==> src/rtl/mitchell_filter_weight_unit_macros.svh <==
// Assertion macros for the Mitchell filter weight unit.
// Used by the top level; expects signals clk and rst_n in the including scope.
`ifndef MITCHELL_FILTER_WEIGHT_UNIT_MACROS_SVH
`define MITCHELL_FILTER_WEIGHT_UNIT_MACROS_SVH
`ifndef SYNTHESIS
// Same-cycle implication, checked outside reset.
`define MFW_ASSERT_IMPLY(label, ante, cons) \
  label: assert property (@(posedge clk) disable iff (!rst_n) (ante) |-> (cons)) \
    else $error("mitchell filter weight unit: assertion failed");
// Next-cycle implication, checked outside reset.
`define MFW_ASSERT_NEXT(label, ante, cons) \
  label: assert property (@(posedge clk) disable iff (!rst_n) (ante) |=> (cons)) \
    else $error("mitchell filter weight unit: assertion failed");
`else
`define MFW_ASSERT_IMPLY(label, ante, cons)
`define MFW_ASSERT_NEXT(label, ante, cons)
`endif
`endif

==> src/rtl/mfw_pkg.sv <==
// Package for the Mitchell filter weight unit: widths, constants, register codes
// and the structs shared between the pipeline modules. No dependencies.
package mfw_pkg;

  // Field and datapath widths
  localparam int OFS_W   = 16;                 // Q4.12 offset
  localparam int CFG_W   = 16;                 // register data
  localparam int IDX_W   = 4;                  // register index
  localparam int T_W     = 18;                 // t in Q16, 0 .. 2.0
  localparam int T2_W    = 19;                 // t^2 in Q16, 0 .. 4.0
  localparam int T3_W    = 20;                 // t^3 in Q16, 0 .. 8.0
  localparam int COEF_W  = 24;                 // cubic coefficients in Q15
  localparam int TERM_W  = COEF_W + T3_W + 1;  // one product term in Q31
  localparam int SUM_W   = TERM_W + 2;         // sum of four terms
  localparam int AXIS_W  = 28;                 // axis cubic in Q16
  localparam int PROD_W  = 2 * AXIS_W;         // product of both axes, Q32
  localparam int W_W     = 32;                 // weight in Q15.16
  localparam int NUM_STG = 7;                  // pipeline stages

  localparam logic [T_W-1:0] T_MAX = T_W'(131072);

  // Integer constants of the cubic, in the coefficient width
  localparam logic signed [COEF_W-1:0] Q15_ONE = COEF_W'(32768);
  localparam logic signed [COEF_W-1:0] K2  = COEF_W'(2);
  localparam logic signed [COEF_W-1:0] K6  = COEF_W'(6);
  localparam logic signed [COEF_W-1:0] K8  = COEF_W'(8);
  localparam logic signed [COEF_W-1:0] K9  = COEF_W'(9);
  localparam logic signed [COEF_W-1:0] K12 = COEF_W'(12);
  localparam logic signed [COEF_W-1:0] K18 = COEF_W'(18);
  localparam logic signed [COEF_W-1:0] K24 = COEF_W'(24);
  localparam logic signed [COEF_W-1:0] K30 = COEF_W'(30);
  localparam logic signed [COEF_W-1:0] K48 = COEF_W'(48);

  // Configuration register indexes
  typedef enum logic [IDX_W-1:0] {
    REG_PARAM_B      = 4'd0,
    REG_PARAM_C      = 4'd1,
    REG_INV_RADIUS_X = 4'd2,
    REG_INV_RADIUS_Y = 4'd3
  } cfg_reg_t;

  localparam logic [CFG_W-1:0] RST_PARAM_B = 16'd10923;
  localparam logic [CFG_W-1:0] RST_PARAM_C = 16'd10923;
  localparam logic [CFG_W-1:0] RST_INV_RAD = 16'd2048;

  // Coefficients of both cubic pieces
  typedef struct packed {
    logic signed [COEF_W-1:0] in_a3;
    logic signed [COEF_W-1:0] in_a2;
    logic signed [COEF_W-1:0] in_a0;
    logic signed [COEF_W-1:0] out_a3;
    logic signed [COEF_W-1:0] out_a2;
    logic signed [COEF_W-1:0] out_a1;
    logic signed [COEF_W-1:0] out_a0;
  } coef_set_t;

  // Pipeline control from the controller to the datapath
  typedef struct packed {
    logic [NUM_STG-1:0] load;
    logic [NUM_STG-1:0] vld;
  } pipe_ctl_t;

endpackage

==> src/rtl/mfw_ctrl.sv <==
// Pipeline controller: valid bits per stage and bubble-collapsing load enables.
// Depends on mfw_pkg.
module mfw_ctrl (
  input  logic               clk,
  input  logic               rst_n,
  input  logic               in_valid,
  output logic               in_stall,
  input  logic               out_stall,
  output logic               out_valid,
  output mfw_pkg::pipe_ctl_t ctl
);
  import mfw_pkg::*;

  logic [NUM_STG-1:0] v_r, v_nxt, adv;

  // A stage advances when it is empty or the stage after it advances.
  always_comb begin
    adv[NUM_STG-1] = !v_r[NUM_STG-1] || !out_stall;
    for (int i = NUM_STG - 2; i >= 0; i--) begin
      adv[i] = !v_r[i] || adv[i+1];
    end
  end

  // Valid bits move along with the data.
  always_comb begin
    v_nxt[0] = adv[0] ? in_valid : v_r[0];
    for (int i = 1; i < NUM_STG; i++) begin
      v_nxt[i] = adv[i] ? v_r[i-1] : v_r[i];
    end
  end

  always_ff @(posedge clk) begin
    if (!rst_n) begin
      v_r <= '0;
    end else begin
      v_r <= v_nxt;
    end
  end

  assign in_stall  = !adv[0] || !rst_n;
  assign out_valid = v_r[NUM_STG-1];
  assign ctl.load  = adv;
  assign ctl.vld   = v_r;

endmodule

==> config.mk <==
export PLATFORM = sky130hd
export DESIGN_NAME = mfw_ctrl
export DESIGN_NICKNAME = d
export VERILOG_FILES = /design/src/rtl/mitchell_filter_weight_unit_macros.svh /design/src/rtl/mfw_pkg.sv /design/src/rtl/mfw_ctrl.sv
export SDC_FILE = /design/constraint.sdc
export NUM_CORES = 1
export LEC_CHECK = 0
export BUFFER_PORTS_ARGS = -buffer_cell sky130_fd_sc_hd__buf_2
export CAP_MARGIN = 10
export CORE_AREA = 2 2 39 41
export DETAILED_ROUTE_END_ITERATION = 12
export DIE_AREA = 0 0 41 43
export GPL_ROUTABILITY_DRIVEN = 0
export RECOVER_POWER = 100
export SLEW_MARGIN = 10
export SYNTH_ARGS = -nofsm -noshare
export SYNTH_HDL_FRONTEND = slang
export SYNTH_SLANG_ARGS = --single-unit
==> constraint.sdc <==
create_clock -name clk -period 0.9 [get_ports clk]
set_input_delay 0.09 -clock clk [delete_from_list [all_inputs] [get_ports clk]]
set_output_delay 0.09 -clock clk [all_outputs]
set_load 0.03 [all_outputs]
# Word level (Yosys, flattened, before mapping)
# Cells that the tools add are included.
# op_classes
n_reduce_logical,18
# ops
op,count
$logic_not A1 Y1,10
$logic_or A1 B1 Y1,8
# word_totals
in_bits,4
out_inout_bits,16
register_bits,7

# Logic depth before layout (Yosys ltp)
# depth
ltp_word,10
ltp_mapped,4

# Worst setup path after synthesis
# No wires, ideal clock.
# synth_timing
kind,register -> output
from,register v_r[6]
to,output in_stall
arrival_time_ns,1.382
required_ns,0.810
path_stages_with_launch,5
path_slack_ns,-0.572
cell_sequence,dfxtp_1 and3_1 buf_4 nand3_2 nand2_1
# synth_lines
element,line,source
start: declaration,mfw_ctrl.sv:14,"logic [NUM_STG-1:0] v_r, v_nxt, adv;"
start signal: assignment,mfw_ctrl.sv:36,v_r <= v_nxt;
end: declaration,mfw_ctrl.sv:7,"output logic in_stall,"

==> results_dict.tcl <==
set metrics [dict create \
    use_met3_pct 4.71 \
    failed_checks "negative setup slack" \
    post_drt_wl_per_cell_microns 9.91 \
    syn_avg_cell_area_sq_um 9.11 \
    seqPwrFrac_pct 46.4 \
    antenna_cells 0 \
    outcome "finished with violations" \
    final_cell_mix "buf_6, dfxtp_4, inv_1, buf_2" \
    start_util_pct 21.1 \
    max_freq_mhz 803 \
    ys_seq_elements 7 \
    vias 346 \
    yosysWarnings 0 \
    period_needed_ps 1250 \
    grtUsageMet1_pct 10.6 \
    setup_ws_ps -345 \
    antenna_found_initial 0 \
    ios 20 \
    powerDensity_mw_per_mm2 952 \
    critical_path.cell_chain "and3_4 > buf_6 > nand4_4 > buf_6" \
    hold_start "in_valid" \
    critical_path_class "reg2out" \
    detail-route-antenna-nets 0 \
    die_w_microns 41 \
    cpPeakStageDelay_ps 340 \
    holdWs_ps 67.1 \
    final-max-slew-violation-count 0 \
    cts_buffer_depth 2 \
    rows 14 \
    placedInstanceArea_sq_um 505 \
    die-area_sq_mm 0.00176 \
    wirelength_microns 783 \
    fin_area_sq_um 706 \
    cts_made_buffers 3 \
    endpoint_kind "output port" \
    overflow 0 \
    nets 68 \
    synth_area_sq_um 292 \
    rsz0062_at_grt "true" \
    first_pass_iters 1 \
    hold_path_class "in2reg" \
    syn_nets 36 \
    fin_crit_sh_pct 138 \
    placed_cells 72 \
    combPwrFrac_pct 12.3 \
    power.total_mw 0.672 \
    yosysUniqueCellTypes 13 \
    grt_most_used_layer "met2" \
    critPathSlowestCell "dfxtp_4" \
    arrival_ps 1160 \
    synthCells 32 \
    htree_levels 1 \
    top_register "v_r" \
    crit_path_max_fanout 5 \
    worst_slew_pin_slew_ps 164 \
    coreArea_sq_mm 0.00138 \
    clock-sinks 7 \
    worst_setup_path_start_kind "flip-flop" \
    slew_headroom_pct 89.1 \
    cts_root_buf "clkbuf_4" \
    grt_pass1_vias 333 \
    power.switching_mw 0.159 \
    post-route-drc-count 0 \
    p_int_mw 0.513 \
    drive_above_1_share_pct 81.0 \
    portBuffers 19 \
    worst_ep_required_time_ps 810 \
    grt_pass1_wl_mm 1.25 \
    irDropWorstVdd_uv 469 \
    grt.total_usage_pct 10.9 \
    hold_viol 0 \
    skew_ps 0.464 \
    clk_latency_ps 240 \
    initialDrtViolationCount 0 \
    reg_top3 "v_r x7" \
    grt_max_degree 9 \
    largest_reg_flops 7 \
    seq_area_frac_synth_pct 48.1 \
    gr-usage-met2_pct 17.8 \
    clk_pin_slew_worst_paths_ps 50 \
    via_per_inst 4.38 \
    cts_tree "done" \
    setup-violations-final 19 \
    cts.hold.buffers_added 0 \
    critPathMostFrequentCell "buf_6" \
    p_clk_share_pct 41.3 \
    fin_cells 79 \
    dp_hpwl_microns 583 \
    worstSetupStartpoint "v_r[5]$_SDFFE_PN0P_" \
    switching_share_pct 23.6 \
    die_h_microns 43 \
    maxCapViolations 0 \
    p_leak_nw 0.326 \
    layout.cells.most_common "buf_6" \
    area_growth_pct 142 \
    fin_setup_tns_ps -3140 \
    r2r-start "v_r[5]$_SDFFE_PN0P_" \
]
## power groups by stage
| stage | logic (mW) | registers, mW | clock network, mW |
|---|---|---|---|
| 2_1_floorplan | 0.0188 | 0.334 | 0 |
| 3_3_place_gp | 0.0652 | 0.317 | 0 |
| 3_5_place_dp | 0.0654 | 0.317 | 0 |
| 4_1_cts | 0.0810 | 0.311 | 0.297 |
| 5_1_grt | 0.0887 | 0.312 | 0.316 |
| 6_report | 0.0829 | 0.312 | 0.277 |
## cell type report
| class | count | area, sq um |
|---|---|---|
| Fill cell | 126 | 678 |
| Inverter | 5 | 18.8 |
| Timing Repair Buffer | 29 | 292 |
| Tap cell | 16 | 20.0 |
| Sequential cell | 7 | 161 |
| Clock buffer | 4 | 26.3 |
| Multi-Input combinational cell | 18 | 188 |
## metrics by stage
step / worst slack [ps] / util [%]
6_report: -345 / 51.0
3_3_place_gp: -148 / 36.5
2_1_floorplan: -214 / -
3_5_place_dp: -155 / 36.5
4_1_cts: -354 / 50.0
5_1_grt: -397 / 51.0
## synth_stat cells
master    instances  share of area [%]
a21oi_1           2                3.4
buf_4             2                5.1
nand3_2           1                3.4
nor2b_1           2                4.3
and4_1            1                3.0
nand2_1           4                5.1
o21a_1            1                2.6
a21boi_1          4                 10
dfxtp_1           7                 48
nand3_1           1                1.7
nand4_2           1                4.3
and3_1            1                2.1
inv_1             5                6.4
## layer usage
layer | wire length, microns | vias up
met5 | 0 | -
met3 | 64 | 0
met2 | 426 | 12
li1 | - | 171
met4 | 0 | 0
met1 | 292 | 163
## what timing repair did
action                                  CTS  global route
endpoints found under the setup margin   21            20
cloned                                    0             0
pin swaps                                 7             4
buffers inserted                          3             3
resized for setup                        43             8
## kinds of logic after synthesis
logic type | Yosys count | synth area share [%]
simple gates | 11 | 24.0
flops | 7 | 48.1
buf+inv | 7 | 11.6
compound gates | 7 | 16.3
## worst max-delay path, delay by kind of cell (launching register included)
| family | cells | cell delay [ps] |
|---|---|---|
| buffers and inverters | 2 | 290 |
| flip-flops | 1 | 340 |
| AND/OR/NAND/NOR | 2 | 280 |
## path summary, 6_finish.rpt
path                              end  slack (ps)  cells after the start
setup reg to reg  v_r[1]$_SDFFE_PN0P_        -160                      5
hold / removal    v_r[0]$_SDFFE_PN0P_          70                      3
setup / recovery               ctl[9]        -350                      4
hold reg to reg   v_r[6]$_SDFFE_PN0P_         500                      2
Power figures use the tool's default switching activity.
