[config.mk]
export PLATFORM = sky130hd
export DESIGN_NAME = mfw_coef
export DESIGN_NICKNAME = d
export VERILOG_FILES = /design/src/rtl/mitchell_filter_weight_unit_macros.svh /design/src/rtl/mfw_pkg.sv /design/src/rtl/mfw_coef.sv
export SDC_FILE = /design/constraint.sdc
export NUM_CORES = 1
export LEC_CHECK = 0
export BUFFER_PORTS_ARGS = -buffer_cell sky130_fd_sc_hd__buf_2
export CAP_MARGIN = 20
export CORE_ASPECT_RATIO = 0.8
export CORE_UTILIZATION = 53
export DETAILED_ROUTE_END_ITERATION = 8
export PLACE_DENSITY_LB_ADDON = 0.25
export SYNTH_ARGS = -nofsm -noshare
export SYNTH_HDL_FRONTEND = slang
export SYNTH_SLANG_ARGS = --single-unit
[constraint.sdc]
create_clock -name clk -period 4.65 [get_ports clk]
set_input_delay 0.93 -clock clk [delete_from_list [all_inputs] [get_ports clk]]
set_output_delay 0.93 -clock clk [all_outputs]
set_load 0.05 [all_outputs]
[src/rtl/mitchell_filter_weight_unit_macros.svh]
// Assertion macros for the Mitchell filter weight unit.
// Used by the top level; expects signals clk and rst_n in the including scope.
`ifndef MITCHELL_FILTER_WEIGHT_UNIT_MACROS_SVH
`define MITCHELL_FILTER_WEIGHT_UNIT_MACROS_SVH
`ifndef SYNTHESIS
// Same-cycle implication, checked outside reset.
`define MFW_ASSERT_IMPLY(label, ante, cons) \
  label: assert property (@(posedge clk) disable iff (!rst_n) (ante) |-> (cons)) \
    else $error("mitchell filter weight unit: assertion failed");
// Next-cycle implication, checked outside reset.
`define MFW_ASSERT_NEXT(label, ante, cons) \
  label: assert property (@(posedge clk) disable iff (!rst_n) (ante) |=> (cons)) \
    else $error("mitchell filter weight unit: assertion failed");
`else
`define MFW_ASSERT_IMPLY(label, ante, cons)
`define MFW_ASSERT_NEXT(label, ante, cons)
`endif
`endif

[src/rtl/mfw_pkg.sv]
// Package for the Mitchell filter weight unit: widths, constants, register codes
// and the structs shared between the pipeline modules. No dependencies.
package mfw_pkg;

  // Field and datapath widths
  localparam int OFS_W   = 16;                 // Q4.12 offset
  localparam int CFG_W   = 16;                 // register data
  localparam int IDX_W   = 4;                  // register index
  localparam int T_W     = 18;                 // t in Q16, 0 .. 2.0
  localparam int T2_W    = 19;                 // t^2 in Q16, 0 .. 4.0
  localparam int T3_W    = 20;                 // t^3 in Q16, 0 .. 8.0
  localparam int COEF_W  = 24;                 // cubic coefficients in Q15
  localparam int TERM_W  = COEF_W + T3_W + 1;  // one product term in Q31
  localparam int SUM_W   = TERM_W + 2;         // sum of four terms
  localparam int AXIS_W  = 28;                 // axis cubic in Q16
  localparam int PROD_W  = 2 * AXIS_W;         // product of both axes, Q32
  localparam int W_W     = 32;                 // weight in Q15.16
  localparam int NUM_STG = 7;                  // pipeline stages

  localparam logic [T_W-1:0] T_MAX = T_W'(131072);

  // Integer constants of the cubic, in the coefficient width
  localparam logic signed [COEF_W-1:0] Q15_ONE = COEF_W'(32768);
  localparam logic signed [COEF_W-1:0] K2  = COEF_W'(2);
  localparam logic signed [COEF_W-1:0] K6  = COEF_W'(6);
  localparam logic signed [COEF_W-1:0] K8  = COEF_W'(8);
  localparam logic signed [COEF_W-1:0] K9  = COEF_W'(9);
  localparam logic signed [COEF_W-1:0] K12 = COEF_W'(12);
  localparam logic signed [COEF_W-1:0] K18 = COEF_W'(18);
  localparam logic signed [COEF_W-1:0] K24 = COEF_W'(24);
  localparam logic signed [COEF_W-1:0] K30 = COEF_W'(30);
  localparam logic signed [COEF_W-1:0] K48 = COEF_W'(48);

  // Configuration register indexes
  typedef enum logic [IDX_W-1:0] {
    REG_PARAM_B      = 4'd0,
    REG_PARAM_C      = 4'd1,
    REG_INV_RADIUS_X = 4'd2,
    REG_INV_RADIUS_Y = 4'd3
  } cfg_reg_t;

  localparam logic [CFG_W-1:0] RST_PARAM_B = 16'd10923;
  localparam logic [CFG_W-1:0] RST_PARAM_C = 16'd10923;
  localparam logic [CFG_W-1:0] RST_INV_RAD = 16'd2048;

  // Coefficients of both cubic pieces
  typedef struct packed {
    logic signed [COEF_W-1:0] in_a3;
    logic signed [COEF_W-1:0] in_a2;
    logic signed [COEF_W-1:0] in_a0;
    logic signed [COEF_W-1:0] out_a3;
    logic signed [COEF_W-1:0] out_a2;
    logic signed [COEF_W-1:0] out_a1;
    logic signed [COEF_W-1:0] out_a0;
  } coef_set_t;

  // Pipeline control from the controller to the datapath
  typedef struct packed {
    logic [NUM_STG-1:0] load;
    logic [NUM_STG-1:0] vld;
  } pipe_ctl_t;

endpackage

[src/rtl/mfw_coef.sv]
// Configuration registers and the cubic coefficients derived from B and C.
// Depends on mfw_pkg.
module mfw_coef (
  input  logic                         clk,
  input  logic                         rst_n,
  input  logic                         cfg_valid,
  input  logic [mfw_pkg::IDX_W-1:0]    cfg_index,
  input  logic [mfw_pkg::CFG_W-1:0]    cfg_data,
  output logic [mfw_pkg::CFG_W-1:0]    inv_x,
  output logic [mfw_pkg::CFG_W-1:0]    inv_y,
  output mfw_pkg::coef_set_t           coef
);
  import mfw_pkg::*;

  logic [CFG_W-1:0] param_b_r, param_c_r, inv_x_r, inv_y_r;
  logic signed [COEF_W-1:0] bs, cs;
  coef_set_t coef_r, coef_nxt;

  // Register writes; an index beyond the list is ignored.
  always_ff @(posedge clk) begin
    if (!rst_n) begin
      param_b_r <= RST_PARAM_B;
      param_c_r <= RST_PARAM_C;
      inv_x_r   <= RST_INV_RAD;
      inv_y_r   <= RST_INV_RAD;
    end else if (cfg_valid) begin
      case (cfg_index)
        REG_PARAM_B:      param_b_r <= cfg_data;
        REG_PARAM_C:      param_c_r <= cfg_data;
        REG_INV_RADIUS_X: inv_x_r   <= cfg_data;
        REG_INV_RADIUS_Y: inv_y_r   <= cfg_data;
        default: ;
      endcase
    end
  end

  // Coefficients in Q15; the factor of 6 of the normalization is kept.
  always_comb begin
    bs = $signed({{(COEF_W-CFG_W){1'b0}}, param_b_r});
    cs = $signed({{(COEF_W-CFG_W){1'b0}}, param_c_r});
    coef_nxt.in_a3  = K12 * Q15_ONE - K9 * bs - K6 * cs;
    coef_nxt.in_a2  = K12 * bs + K6 * cs - K18 * Q15_ONE;
    coef_nxt.in_a0  = K6 * Q15_ONE - K2 * bs;
    coef_nxt.out_a3 = -bs - K6 * cs;
    coef_nxt.out_a2 = K6 * bs + K30 * cs;
    coef_nxt.out_a1 = -(K12 * bs) - K48 * cs;
    coef_nxt.out_a0 = K8 * bs + K24 * cs;
  end

  // Registered always; user changes registers only with block idle; unchecked.
  always_ff @(posedge clk) begin
    coef_r <= coef_nxt;
  end

  assign inv_x = inv_x_r;
  assign inv_y = inv_y_r;
  assign coef  = coef_r;

endmodule

# Yosys cells after proc, flatten, opt, wreduce, memory -nomap -nowiden
# Cells that the tools add are included.
# word_totals
ff_bits,223
elab_cells,37
input_bits,23
out_inout_bits,200
# classes
n_reduce_logical,5
mul,7
addsub,11
n_eq_ne,3
# op_table
op,n
2-bit by 16-bit multiplier with 18-bit output (first input constant),5
19-bit by 21-bit adder with 22-bit output,2
4-bit by 16-bit multiplier with 20-bit output (first input constant),2
24-bit adder,1
16-bit negator with 24-bit output,1
20-bit negator with 24-bit output,1
24-bit by 20-bit subtractor with 24-bit output,1
24-bit by 21-bit subtractor with 24-bit output (second input constant),1
24-bit by 23-bit subtractor with 24-bit output,1
21-bit by 20-bit subtractor with 22-bit output,1
19-bit by 20-bit subtractor with 21-bit output (first input constant),1
18-bit by 17-bit subtractor with 19-bit output (first input constant),1
4-bit by 2-bit equality test with 1-bit output (second input constant),2
2-bit AND reduction,4
4-bit by 1-bit equality test with 1-bit output (second input constant),1
4-bit zero test,1

# Logic depth before layout (Yosys ltp)
# depth
word_depth,3
mapped_depth,22
depth_no_buf,22

# Worst setup path before layout
# Ideal clock, no wire load.
# synth_timing
path_kind,reg2reg
start,reg param_b_r[1]
end,reg coef_r (netlist bit coef[46])
t_required_ns,4.578
path_slack_ns,0.170
arrival_time_ns,4.408
setup_ns,0.072
period_less_slack_ns,4.480
n_path_buf,1
stages_incl_launch_ff,22
path_cell_list,dfxtp_1 -> ha_1 -> fa_1 -> a21o_1 -> a21o_1 -> a21oi_1 -> o21ai_0 -> a211oi_1 -> o31ai_1 -> a21o_1 -> xor2_1 -> ha_1 -> ha_1 -> clkbuf_1 -> a21oi_1 -> o21ai_0 -> a21o_1 -> a21o_1 -> a21oi_1 -> nor2_1 -> a211oi_1 -> xnor2_1
# synth_rtl
element,line,text
from (decl),mfw_coef.sv:15,"logic [CFG_W-1:0] param_b_r, param_c_r, inv_x_r, inv_y_r;"
from (signal assigned),mfw_coef.sv:28,REG_PARAM_B: param_b_r <= cfg_data;
to (signal assigned),mfw_coef.sv:52,coef_r <= coef_nxt;
to (decl),mfw_coef.sv:17,"coef_set_t coef_r, coef_nxt;"

==> impl_metrics.py <==
metrics = {
    "floorplan": {
        "die_y_um": 155.1,
        "coreArea_um2": 28560,
        "start_util_pct": 54.34,
        "die_area_um2": 29970,
        "io_pins": 223,
        "die_x_um": 193.3,
        "rows": 55,
    },
    "pwr": {
        "p_leak_uw": 0.008909,
        "powerDensity_nw_per_um2": 550.9,
        "ir_drop_mv": 0.3331,
    },
    "timing": {
        "worstMarginPinSlew_ns": 1.001,
        "finalCritPeriodShare_pct": 96.86,
        "whs_ns": 0.4643,
        "finalHoldViolCount": 0,
        "setup_viol": 0,
        "fin_skew_ns": 0.02456,
        "fmax_mhz": 222.0,
        "relSlewSlack_pct": 33.29,
        "grt_setup_unrepaired": "true",
        "setup_ws_ns": 0.1458,
        "post-route-min-period_ns": 4.504,
        "final_max_slew_viol_count": 0,
    },
    "run_status": {
        "violations": "design-rule violations",
        "status": "finished with violations",
    },
    "global_route": {
        "grt_antenna_before_repair": 0,
        "grtUsageMet2_pct": 42.62,
        "grt_pass1_wl_mm": 62.27,
        "grt_max_degree": 65,
        "busiest_layer": "met2",
        "met3_usage_pct": 2.905,
        "met1_usage_pct": 35.44,
        "grt_use_total_pct": 25.59,
        "grt_pass1_vias": 12600,
        "gr-total-overflow": 0,
    },
    "detailed_routing": {
        "detailedRoute.firstPassIterationCount": 9,
        "wl_per_cell_um": 16.50,
        "wirelength_mm": 39.47,
        "drtIter0Drc": 781,
        "ant_nets": 0,
        "vias_per_cell": 5.459,
        "drcViolationCount": 9,
        "route.vias.total": 13060,
    },
    "cts": {
        "ctsHoldBuffers": 0,
        "cts.sinks": 208,
        "numCtsBuffers": 22,
        "tritoncts": "built",
        "cts.htree.levels": 1,
        "ctsLongestPathBuffers": 3,
        "clk_latency_ns": 0.53,
        "cts.clk_slew.worst_paths_ns": 0.07,
        "cts_root_buf": "clkbuf_16",
    },
    "finish": {
        "drive_gt1_share_pct": 20.57,
        "stdcell_area_um2": 18500,
        "area_delta_synth_final_pct": 19.18,
        "antenna_cells": 0,
        "instances_no_fill": 2392,
        "nNetsFinal": 2332,
        "fill_cells": 2342,
    },
    "place": {
        "gp_congestion": 0.9084,
        "io_buffers": 204,
        "hpwl_mm": 32.02,
        "placed_cell_area_um2": 17370,
        "place_ws_ns": -0.09539,
        "dp_cells": 2345,
    },
    "setup_path": {
        "cp_top_family": "compound AO/OA/AOI/OAI gates",
        "path_cells": "ha_1 > inv_1 > fa_2 > nor2b_2 > o2111a_1 > a2111oi_4 > buf_4 > o21ai_2 > xnor2_1 > inv_1 > ha_1 > ha_1 > nor3_1 > a31oi_4 > a21o_4 > and4_1 > or4_1",
        "cp_slowest_cell": "or4_1",
        "worstPathArrival_ns": 4.90,
        "cp-end-kind": "flip-flop",
        "critPathBufInv": 3,
        "critical_path_peak_fanout": 4,
        "critPathKind": "reg2reg",
        "cp_data_required_time_ns": 5.04,
        "slowest_delay_ns": 0.49,
        "worst_path_most_repeated_cell": "ha_1",
        "critPathLaunchType": "flip-flop",
    },
    "yosys": {
        "synth_cell_types": 72,
        "yosysTopAreaCellShare_pct": 26.83,
        "synth.most_common_cell": "ha_1",
        "yosysSeqAreaShare_pct": 26.83,
        "post-synth-top-area-cell": "dfxtp_1",
        "synthArstFlopShare_pct": 0,
        "yosys_warnings": 0,
        "synth-seq-cells": 208,
        "netlist_instances": 1730,
        "postSynthAreaPerCell_um2": 8.970,
        "synthTopCellsByCount": "ha_1 (266), dfxtp_1 (208), inv_1 (162)",
        "ys_top_cells_by_area": "dfxtp_1 (27%), ha_1 (21%), xnor2_1 (6.5%)",
        "synth-edff-count": 0,
        "netlist_area_um2": 15520,
        "synth_ff_type": "dfxtp_1",
    },
    "job": {
        "drv_cap": 0,
    },
    "worst_hold_path": {
        "hp-class": "reg2reg",
    },
}
[where the power goes]
group,internal (uW),switching [uW],total (uW)
Sequential,2260,112,2380
Combinational,2020,3910,5940
Clock,1140,737,1880
[flip-flops by register name, indices dropped and copies added (netlist names)]
register	flops
param_b_r	16
coef	144
inv_y	16
param_c_r	16
inv_x	16
[logic make-up after synthesis]
family,share of synthesized area (%)
AO/OA/AOI/OAI,18.61
XOR/XNOR,8.579
adder cells (fa/ha/maj),26.09
buffers and inverters,5.781
flip-flops,26.83
multiplexers,1.234
other,0.02416
AND/OR/NAND/NOR,12.85
[placed cells by master (no fill, tap or decap), types with 13 or more instances in the layout]
| master | count |
|---|---|
| a21o_1 | 52 |
| nor2_1 | 94 |
| buf_4 | 83 |
| mux2i_1 | 18 |
| xnor2_1 | 112 |
| nor3_1 | 29 |
| o21a_1 | 32 |
| xor2_1 | 34 |
| ha_1 | 261 |
| a21oi_2 | 13 |
| a21oi_1 | 76 |
| nand2_1 | 136 |
| dfxtp_1 | 202 |
| nor2b_1 | 37 |
| or3_1 | 18 |
| buf_2 | 204 |
| nand2b_1 | 18 |
| a21boi_0 | 34 |
| o21ai_0 | 56 |
| o21bai_1 | 20 |
| nand3_1 | 29 |
| and3_1 | 19 |
| a211oi_1 | 14 |
| inv_1 | 156 |
| conb_1 | 18 |
| o211ai_1 | 24 |
| clkbuf_16 | 22 |
| fa_1 | 31 |
[stage by stage]
step | TNS, ns | total power [uW] | utilization [%]
5_1_grt | -0.1239 | 10770 | 64.76
2_1_floorplan | 0 | 6773 | -
3_5_place_dp | -0.1311 | 8169 | 60.82
6_report | 0 | 10190 | 64.76
3_3_place_gp | 0 | 8078 | 60.82
4_1_cts | 0 | 10080 | 63.68
[layout make-up]
class / instances / area, um^2 / area share [%]
clock buffers: 30 / 640.6 / 3.464
clock inverters: 9 / 148.9 / 0.8050
inverters: 162 / 608.1 / 3.288
multi-input cells: 1325 / 10800 / 58.39
flip-flops and latches: 208 / 4172 / 22.55
well taps: 370 / 462.9 / 2.503
repair buffers: 288 / 1664 / 8.997
[per-layer routing]
layer / wire, um / vias to the layer above
met5: 0 / -
met4: 869 / 0
met3: 1897 / 47
met2: 17830 / 344
met1: 18870 / 6116
li1: - / 6550
[worst register-to-register path: stages (launching register included)]
cell and delay [ns]:
dfxtp_2 0.35, ha_1 0.21, inv_1 0.08, fa_2 0.24, nor2b_2 0.06, o2111a_1 0.26, a2111oi_4 0.37, buf_4 0.18
o21ai_2 0.08, xnor2_1 0.38, inv_1 0.19, ha_1 0.34, ha_1 0.23, nor3_1 0.32, a31oi_4 0.16, a21o_4 0.25
and4_1 0.18, or4_1 0.49
[final timing paths]
path / start / endpoint / slack [ns] / cells past startpoint
setup reg to reg: param_c_r[1] / coef[88] / 0.15 / 17
hold / removal: inv_y[9] / inv_y[9] / 0.46 / 2
hold reg to reg: inv_y[9] / inv_y[9] / 0.46 / 2
setup / recovery: param_c_r[1] / coef[88] / 0.15 / 17
[timing repair]
item	in CTS	in global routing
resized for setup	6	65
pin swaps	0	26
setup buffers	0	8
setup endpoints to repair	6	26
No activity file was read; power rests on OpenSTA's default activity.
